[config.mk]
export PLATFORM = sky130hd
export DESIGN_NAME = mep_ctrl
export DESIGN_NICKNAME = d
export VERILOG_FILES = /design/src/hdl/mandelbrot_escape_pixel_assert.svh /design/src/hdl/mep_pkg.sv /design/src/hdl/mep_ctrl.sv
export SDC_FILE = /design/constraint.sdc
export NUM_CORES = 1
export LEC_CHECK = 0
export BUFFER_PORTS_ARGS = -buffer_cell sky130_fd_sc_hd__buf_2
export CORE_AREA = 2 2 39 41
export CTS_CLUSTER_DIAMETER = 200
export DETAILED_ROUTE_END_ITERATION = 12
export DIE_AREA = 0 0 41 43
export SYNTH_ARGS = -nofsm -noshare
export SYNTH_HDL_FRONTEND = slang
export SYNTH_SLANG_ARGS = --single-unit
[constraint.sdc]
create_clock -name clock -period 1.15 [get_ports clock]
set_input_delay 0.115 -clock clock [delete_from_list [all_inputs] [get_ports clock]]
set_output_delay 0.115 -clock clock [all_outputs]
set_load 0.02 [all_outputs]
[src/hdl/mandelbrot_escape_pixel_assert.svh]
`ifndef MANDELBROT_ESCAPE_PIXEL_ASSERT_SVH
`define MANDELBROT_ESCAPE_PIXEL_ASSERT_SVH

// expr holds at every edge outside reset
`define MEP_ASSERT_ALWAYS(label, clk, rst, expr) \
   label: assert property (@(posedge clk) disable iff (rst) (expr)) \
      else $error("assertion failed");

// cond at one edge implies expr at the next edge
`define MEP_ASSERT_NEXT(label, clk, rst, cond, expr) \
   label: assert property (@(posedge clk) disable iff (rst) (cond) |=> (expr)) \
      else $error("assertion failed");

`endif

[src/hdl/mep_pkg.sv]
package mep_pkg;

   localparam int IDX_W      = 10;
   localparam int STEP_SHIFT = 28;
   localparam int NUM_W      = IDX_W + STEP_SHIFT;
   localparam int FRAC_BITS  = 26;
   localparam int Q_W        = 32;
   localparam int Z_W        = Q_W + 1;
   localparam int P_W        = 2 * Z_W;
   localparam int SQ_W       = P_W - FRAC_BITS;
   localparam int ITER_W     = 8;
   localparam int PIX_W      = 8;

   localparam logic signed [Q_W-1:0] ORIGIN_X = -32'sd167772160;
   localparam logic signed [Q_W-1:0] ORIGIN_Y = -32'sd134217728;
   localparam logic [SQ_W:0]         ESCAPE_Q = (SQ_W+1)'(64'd268435456);

   localparam logic [ITER_W-1:0] ITER_RESET  = 8'd200;
   localparam logic [PIX_W-1:0]  PIXEL_BLACK = 8'd0;
   localparam logic [PIX_W-1:0]  PIXEL_WHITE = 8'd255;

   typedef struct packed {
      logic load;
      logic div_step;
      logic map;
      logic mul;
      logic iter;
      logic emit;
   } mep_cmd_type;

   typedef struct packed {
      logic cont;
   } mep_sts_type;

endpackage

[src/hdl/mep_ctrl.sv]
module mep_ctrl
   import mep_pkg::*;
(
   input  logic        clock,
   input  logic        reset,
   input  logic        req_valid,
   output logic        req_ready,
   output logic        rsp_valid,
   input  logic        rsp_ready,
   input  mep_sts_type sts,
   output mep_cmd_type cmd
);

   localparam logic [2:0] ST_IDLE = 3'd0;
   localparam logic [2:0] ST_DIV  = 3'd1;
   localparam logic [2:0] ST_MAP  = 3'd2;
   localparam logic [2:0] ST_MUL  = 3'd3;
   localparam logic [2:0] ST_ADD  = 3'd4;
   localparam logic [2:0] ST_FIN  = 3'd5;

   logic [2:0] state_ff, state_in;
   logic       rsp_valid_ff, rsp_valid_in;

   always_comb begin
      state_in  = state_ff;
      cmd       = '0;
      req_ready = 1'b0;
      case (state_ff)
         ST_IDLE: begin
            req_ready = 1'b1;
            if (req_valid) begin
               cmd.load = 1'b1;
               state_in = ST_DIV;
            end
         end
         ST_DIV: begin
            cmd.div_step = 1'b1;
            state_in     = ST_MAP;
         end
         ST_MAP: begin
            cmd.map  = 1'b1;
            state_in = ST_MUL;
         end
         ST_MUL: begin
            cmd.mul  = 1'b1;
            state_in = ST_ADD;
         end
         ST_ADD: begin
            if (sts.cont) begin
               cmd.iter = 1'b1;
               state_in = ST_MUL;
            end else begin
               state_in = ST_FIN;
            end
         end
         ST_FIN: begin
            if (!rsp_valid_ff || rsp_ready) begin
               cmd.emit = 1'b1;
               state_in = ST_IDLE;
            end
         end
         default: begin
            state_in = ST_IDLE;
         end
      endcase
   end

   assign rsp_valid_in = cmd.emit | (rsp_valid_ff & ~rsp_ready);
   assign rsp_valid    = rsp_valid_ff;

   always_ff @(posedge clock) begin
      if (reset) begin
         state_ff     <= ST_IDLE;
         rsp_valid_ff <= 1'b0;
      end else begin
         state_ff     <= state_in;
         rsp_valid_ff <= rsp_valid_in;
      end
   end

endmodule

==> results of run 1 <==
[timing repair]
item	CTS	global route
gates resized for setup	18	2
pin swaps	3	3
setup endpoints to repair	6	6
buffers inserted	2	0
[Yosys cell counts]
library cell  count  share of area
and3_4            1          0.049
a21oi_1           3          0.065
and2b_1           1          0.033
nor2_2            1          0.027
o31ai_1           1          0.033
and2_1            1          0.027
inv_1             2          0.033
buf_4             1          0.033
nor3_1            1          0.022
nand3b_1          2          0.065
nor3b_1           1          0.033
a31oi_1           1          0.027
dfxtp_1           4           0.35
o31a_1            1          0.038
nor2_1            1          0.016
nand4b_1          1          0.038
nand2_1           2          0.033
nor2b_1           2          0.054
nand2b_1          1          0.027
[cell type report]
type                       count  area [um^2]  area share
inverter                       2        7.507     0.01802
sequential                     4        91.34      0.2192
timing repair buffer          15        116.4      0.2793
multi-input combinational     21        158.9      0.3814
clock buffer                   3        22.52     0.05405
tap                           16        20.02     0.04805
[critical path: cells and delay by family, from the launching register on]
kind	cells	cell delay (ps)
flip-flops	1	400
AND/OR/NAND/NOR	2	340
buffers and inverters	1	120
[cell families (layout without fill, tap and decap cells)]
logic type | Yosys count | in the layout | share of synthesized area
and+or+nand+nor | 15 | 15 | 0.4239
DFF | 4 | 4 | 0.3478
buffers and inverters | 3 | 20 | 0.06524
AOI/OAI and AO/OA | 6 | 6 | 0.1631
[path summary, 6_finish.rpt]
path	from	endpoint	slack [ps]	depth (start not counted)
worst min-delay path	reset	state_ff[2]	80	2
worst min register to register	rsp_valid	rsp_valid	480	2
worst max-delay path	state_ff[1]	cmd[3]	-70	3
worst max register to register	state_ff[1]	state_ff[1]	50	3
[layer usage]
layer  vias to the layer above  share of wire  wire length (um)
li1                        134              -                 -
met1                       102           0.51               333
met2                        11           0.40               262
met3                         0          0.080                52
met4                         0              0                 0
met5                         -              0                 0
[placed cells by master (no fill, tap or decap), drive strengths merged]
cell type / synthesis / final
a21oi: 3 / 3
a31oi: 1 / 1
and2: 1 / 1
and2b: 1 / 1
and3: 1 / 1
buf: 1 / 15
clkbuf: 0 / 3
dfxtp: 4 / 4
inv: 2 / 2
nand2: 2 / 2
nand2b: 1 / 1
nand3b: 2 / 2
nand4b: 1 / 1
nor2: 2 / 2
nor2b: 2 / 2
nor3: 1 / 1
nor3b: 1 / 1
o31a: 1 / 1
o31ai: 1 / 1
[registers in the layout, indices dropped and copies added (netlist names)]
register and count:
rsp_valid 1, state_ff 3
[metrics by stage]
stage / cell area, um^2 / hold slack [ps] / setup slack [ps]
4_1_cts: 407.9 / 74.73 / -56.72
6_report: 416.7 / 83.21 / -67.17
2_1_floorplan: 240.2 / 184.1 / -40.23
3_5_place_dp: 320.3 / 341.0 / 42.89
5_1_grt: 416.7 / 77.99 / -139.3
3_3_place_gp: 320.3 / 334.3 / 35.81
[power groups by stage]
| stage | sequential [uW] | combinational [uW] | clock [uW] |
|---|---|---|---|
| floorplan | 162 | 62.5 | 0 |
| global placement | 165 | 92.2 | 0 |
| detailed placement | 165 | 91.6 | 0 |
| CTS | 163 | 119 | 193 |
| global route | 169 | 130 | 206 |
| finish | 166 | 121 | 184 |
==> metrics.csv, run 1 <==
metric,value,unit
outcome,"finished, violations left",
failing checks,negative setup slack,
Syn Area/Cell,8.222,um^2
overflow left after global routing,0,
Final Skew,1.292,ps
NetSw,141.5,uW
Leakage,0.0001898,uW
Remaining DRCs,0,
Finish-stage setup viols,5,
Synth Cell Area,230.2,um^2
share of post-route cells with drive strength above 1,0.5778,
"Slew Viols, Final",0,
global-route wire length before repair,1.021,mm
Critical Path Source Type,flip-flop,
fin cells,61,
Logic pwr share,0.257,
drt total wl,648,um
Syn Nets,33,
register area share after synthesis,0.3478,
Fillers,141,
Worst EP required,1030,ps
"Max FO, Critical Path",8,
Avg Vias per Cell,4.049,
"Reg clk slew, reported paths",40,ps
Peak VDD IR,0.6924,mV
Worst Path Arrival,1100,ps
Yosys reg bits,4,
Worst-Margin Slew,221.2,ps
achievable clock frequency,821.6,MHz
GR Layer Usage met3,0.07853,
num ports,13,
Setup CP Type,flip-flop to output port,
H-tree Lvls,1,
CTS Hold Bufs,0,
synthesis-to-finish area growth,80.98,%
core area,0.001384,mm^2
final worst-path setup slack,-67.17,ps
Synth Instances,28,
GRT busiest layer,met1,
clock latency on the worst-skew pair,240,ps
TritonRoute pass-1 iters,4,
"Critical Path, Cell by Cell","nor2b_2, and2b_1, buf_6",
Final GP Congestion,0.7392,
port bufs,12,
Final Hold Fails,0,
sequential share of power,0.353,
P_int,329.6,uW
placed cell count,56,
GR Util All Layers,0.09347,
Initial DRC Count,9,
Die Span Y,43,um
DR WL/cell,10.62,um
DRT antenna net count,0,
CTS Buffer Depth,2,
width of the die,41,um
Synth cell types,19,
Clk pwr share,0.390,
CTS tree,built,
pin count of the biggest net entering global routing,9,
final core occ,0.3011,
max_cap viols,0,
RSZ-0062 raised after global routing,true,
row count,14,
Hold Crit Class,input pin to flip-flop,
Tmin final,1217,ps
Synth warnings,0,
antenna cells,0,
CTS Buf Count,3,
switch share,0.3003,
total power,471.0,uW
Clock Sinks,4,
part of the cycle the worst path needs,1.058,
Vias,247,
CP peak stage delay,400,ps
die area,0.001763,mm^2
Nets,52,
initial antenna violation count,0,
vias in the first global route,232,
Initial Utilization,0.1664,
met1 Usage GRT,0.1226,
root buffer cell,clkbuf_4,
post-detail-place hpwl,434.8,um
PD cells,1131,mW/mm^2
Setup TNS,-254.3,ps
Rel. slew slack,0.8523,
kind of end point of the critical path,output port,
met2 GRT Util,0.1063,
Slowest cell on crit path,dfxtp_4,
(Power assumes the default switching activity.)
==> inputs of run 2 (changes only) <==
Settings changed: REMOVE_ABC_BUFFERS set to 1.
==> run 2 against run 1 <==
Effect of this change:
- the run still ends with negative setup slack left
- via count up 9.3%
- first-iteration DRC count down 67%
- cell count down 1.6%
- combinational power about the same
- design area down 0.60%
- fmax up 3.4%
- routed wire length up 1.4%
- register-to-register slack better by 50 ps
- clock skew up 2.5 ps
- clock power about the same
- worst setup slack better by 40 ps
==> metrics.csv, run 2 (synthesis results as in run 1) <==
metric,value,unit
outcome,"finished, violations left",
failing checks,negative setup slack,
final core occ,0.2993,
final worst-path setup slack,-27.33,ps
hold_ws,86.67,ps
design area,414.1,um^2
Peak VDD IR,0.5386,mV
Setup TNS,-69.68,ps
Leakage,0.0001886,uW
Fillers,157,
most frequent cells in the layout,"6 x buf_2, 5 x buf_6",
dpl cell area,310.3,um^2
TritonRoute pass-1 iters,4,
Final GP Congestion,0.7420,
Vias,270,
port bufs,12,
"Max FO, Critical Path",8,
GR Layer Usage met3,0.08377,
Tmin final,1177,ps
Worst-Margin Slew,193.2,ps
kind of end point of the critical path,output port,
die area,0.001763,mm^2
Nets,51,
initial antenna violation count,0,
worst hold path depth,2,
vias in the first global route,255,
Clk pwr share,0.389,
Worst Path Arrival,1060,ps
met2 GRT Util,0.1219,
CTS Buf Count,3,
num ports,13,
global-route wire length before repair,1.138,mm
Critical Path Source Type,flip-flop,
Largest register FFs,3,
CTS tree,built,
Avg Vias per Cell,4.500,
GRT busiest layer,met1,
register area,91.34,um^2
post-detail-place hpwl,421.1,um
PD cells,1127,mW/mm^2
synthesis-to-finish area growth,79.89,%
largest reg by FF count,state_ff,
DRT antenna net count,0,
row count,14,
Die Span Y,43,um
Hold Crit Class,input pin to flip-flop,
RSZ-0062 raised after global routing,true,
achievable clock frequency,849.4,MHz
CTS Buffer Depth,2,
total power,466.7,uW
root buffer cell,clkbuf_4,
sequential share of power,0.357,
part of the cycle the worst path needs,1.024,
pin count of the biggest net entering global routing,9,
Initial Utilization,0.1664,
H-tree Lvls,1,
Final Hold Fails,0,
GR Util All Layers,0.09859,
Worst EP required,1030,ps
Finish-stage setup viols,3,
clock latency on the worst-skew pair,240,ps
Initial DRC Count,3,
Logic pwr share,0.254,
Remaining DRCs,0,
"Slew Viols, Final",0,
Final Skew,3.771,ps
width of the die,41,um
"most common cell after layout, fill and taps aside",buf_2,
DR WL/cell,10.95,um
cells on worst reg2reg path,3,
share of post-route cells with drive strength above 1,0.6136,
P_int,327.4,uW
CTS Hold Bufs,0,
switch share,0.2985,
NetSw,139.3,uW
Clock Sinks,4,
overflow left after global routing,0,
antenna cells,0,
"Reg clk slew, reported paths",40,ps
core area,0.001384,mm^2
area of the multi-input gates,163.9,um^2
max_cap viols,0,
met1 Usage GRT,0.1294,
Setup CP Type,flip-flop to output port,
Rel. slew slack,0.8701,
drt total wl,657,um
==> run 2: repair_timing <==
| action | in CTS | in global routing |
|---|---|---|
| buffers inserted | 1 | 0 |
| gates resized for setup | 23 | 1 |
| pin swaps | 2 | 0 |
| endpoints found under the setup margin | 7 | 7 |
==> run 2: per-layer routing <==
| layer | up-vias | part of all wire | routed length (um) |
|---|---|---|---|
| met4 | 0 | 0 | 0 |
| li1 | 130 | - | - |
| met2 | 15 | 0.46 | 303 |
| met1 | 125 | 0.43 | 285 |
| met5 | - | 0 | 0 |
| met3 | 0 | 0.10 | 68 |
==> run 2: cell type report <==
| type | count | area share |
|---|---|---|
| repair buffers | 14 | 0.2628 |
| flip-flops and latches | 4 | 0.2205 |
| inverters | 2 | 0.01813 |
| clock buffers | 3 | 0.05438 |
| well taps | 16 | 0.04834 |
| multi-input cells | 21 | 0.3958 |
==> run 2: final timing paths <==
| kind | startpoint | end | slack [ps] |
|---|---|---|---|
| hold / removal | reset | state_ff[2] | 90 |
| setup / recovery | state_ff[1] | cmd[5] | -30 |
| hold reg to reg | rsp_valid | rsp_valid | 480 |
| setup reg to reg | state_ff[1] | state_ff[1] | 100 |
==> run 2: power by group through the flow <==
stage	Sequential (uW)	Combinational, uW	Clock, uW
final	167	118	182
after global routing	169	127	198
after CTS	166	116	189
after detailed placement	164	88.2	0
after global placement	164	87.7	0
after floorplan	161	57.1	0
==> run 2: through the flow <==
step | setup WS [ps] | std cells
global route | -78.93 | 60
global placement | 60.29 | 56
detailed placement | 53.57 | 56
finish | -27.33 | 60
floorplan | -204.6 | 27
CTS | -39.00 | 60
==> run 2: worst max-delay path, stage by stage, from the launching register on <==
cell and delay [ps]:
dfxtp_4 370, nor3_4 190, and2_4 160, buf_6 100
==> inputs of run 3 (changes only) <==
Settings changed: CTS_BUF_LIST set to sky130_fd_sc_hd__clkbuf_16, RECOVER_POWER set to 100.
==> run 3 against run 2 <==
Effect of this change:
- the run still ends with negative setup slack left
- cell count decreased by 1.7%
- power grew 79%
- via count decreased by 5.6%
- fmax down 0.39%
- sequential power about the same
- global-route usage up 0.29 points
- sequential share of layout area decreased by 2.1 points
- hold slack better by 14 ps
- clock power rose to 3.0 times the previous value
- non-clock buffer count decreased by 1
- critical path depth did not move
- design area increased by 11%
- critical path type unchanged
- largest cell class unchanged
- highest routed layer is now met4
==> metrics.csv, run 3 (synthesis results as in run 1) <==
metric,value,unit
kind of end point of the critical path,output port,
Finish-stage setup viols,3,
Post-CTS Setup Bufs,0,
Vias,255,
core area,0.001384,mm^2
Critical Path Source Type,flip-flop,
global-route wire length before repair,1.104,mm
top routing layer used,met4,
clock latency on the worst-skew pair,230,ps
Hold Crit Class,input pin to flip-flop,
Crit path depth,3,
Nets,50,
CTS Buf Count,3,
"Slew Viols, Final",0,
Worst-Margin Slew,248.3,ps
RSZ-0062 raised after global routing,true,
met3 WL post-DR,69,um
CTS Hold Bufs,0,
Bufs and invs on worst path,1,
antenna cells,0,
width of the die,41,um
final worst-path setup slack,-31.91,ps
PD cells,1825,mW/mm^2
DR WL/cell,11.36,um
Remaining DRCs,0,
H-tree Lvls,1,
cells on worst reg2reg path,3,
Leakage,0.0001995,uW
"Max FO, Critical Path",8,
Setup TNS,-54.26,ps
dpl ws,53.57,ps
vias in the first global route,249,
achievable clock frequency,846.1,MHz
GR Util All Layers,0.1015,
crit-path leading delay family,flip-flops,
Avg Vias per Cell,4.322,
Rel. slew slack,0.8352,
Final GP Congestion,0.7420,
Tmin final,1182,ps
drt total wl,670,um
CTS Buffer Depth,2,
Peak VDD IR,0.8922,mV
"Critical Path, Cell by Cell","nor3_4, and2_4, buf_6",
synthesis-to-finish area growth,98.91,%
overflow left after global routing,0,
initial antenna violation count,0,
CTS tree,built,
Setup CP Type,flip-flop to output port,
max_cap viols,0,
Clock Sinks,4,
die area,0.001763,mm^2
largest reg by FF count,state_ff,
WL met1,296,um
pin count of the biggest net entering global routing,9,
Fillers,155,
outcome,"finished, violations left",
Final Skew,2.529,ps
worst hold path depth,2,
share of post-route cells with drive strength above 1,0.6047,
num ports,13,
Worst EP required,1030,ps
part of the cycle the worst path needs,1.028,
Initial Utilization,0.1664,
post-detail-place hpwl,421.1,um
DRT antenna net count,0,
failing checks,negative setup slack,
Final Hold Fails,0,
routed wl met2,282,um
Initial DRC Count,0,
most frequent cells in the layout,"5 x buf_2, 5 x buf_6, 3 x a21oi_1, 3 x clkbuf_16, 3 x dfxtp_4",
Slowest cell on crit path,dfxtp_4,
Largest register FFs,3,
row count,14,
CP peak stage delay,370,ps
Worst Path Arrival,1070,ps
port bufs,12,
root buffer cell,clkbuf_16,
"Reg clk slew, reported paths",30,ps
Die Span Y,43,um
TritonRoute pass-1 iters,1,
## run 3: changes by cell type in the layout (fill, tap and decap cells not counted), sizes merged
cell / delta
buf: -2
clkbuf: +1
## run 3: final timing paths
check	slack, ps	end	from
min reg2reg	480	rsp_valid	rsp_valid
min	100	state_ff[2]	reset
max	-30	cmd[5]	state_ff[0]
max reg2reg	100	state_ff[1]	state_ff[1]
## run 3: worst reg2reg max path: cells and delay by family (launching register included)
family | cells | cell delay, ps
simple gates | 2 | 300
flops | 1 | 360
compound gates | 1 | 270
## run 3: area by class of cell
| cell class | instances | area [um^2] | area share |
|---|---|---|---|
| Multi-Input combinational cell | 21 | 163.9 | 0.3579 |
| Sequential cell | 4 | 91.34 | 0.1995 |
| Timing Repair Buffer | 13 | 100.1 | 0.2186 |
| Clock buffer | 3 | 75.07 | 0.1639 |
| Tap cell | 16 | 20.02 | 0.04372 |
| Inverter | 2 | 7.507 | 0.01639 |
## run 3: layer usage
layer,vias up,GRT usage
met1,112,0.1258
met2,11,0.1156
met4,0,0.06000
met3,4,0.08377
li1,128,-
met5,-,0
## run 3: stage by stage
stage	area [um^2]	utilization	hold slack (ps)	total power, uW	cells
floorplan	222.7	-	184.1	218.4	27
global placement	310.3	0.2242	335.2	251.7	56
detailed placement	310.3	0.2242	333.0	252.1	56
CTS	420.4	0.3038	91.12	819.7	59
global route	457.9	0.3309	113.0	861.7	59
finish	457.9	0.3309	100.4	835.9	59
## run 3: repair_timing
item / in CTS / in global routing
resized for setup: 13 / 12
pin swaps: 1 / 2
endpoints found under the setup margin: 7 / 7
## run 3: power by group
| group | internal (uW) | switching, uW | leakage [uW] |
|---|---|---|---|
| Combinational | 63.0 | 54.3 | 0.000128 |
| Sequential | 147 | 21.0 | 0.0000348 |
| Clock | 445 | 106 | 0.0000370 |
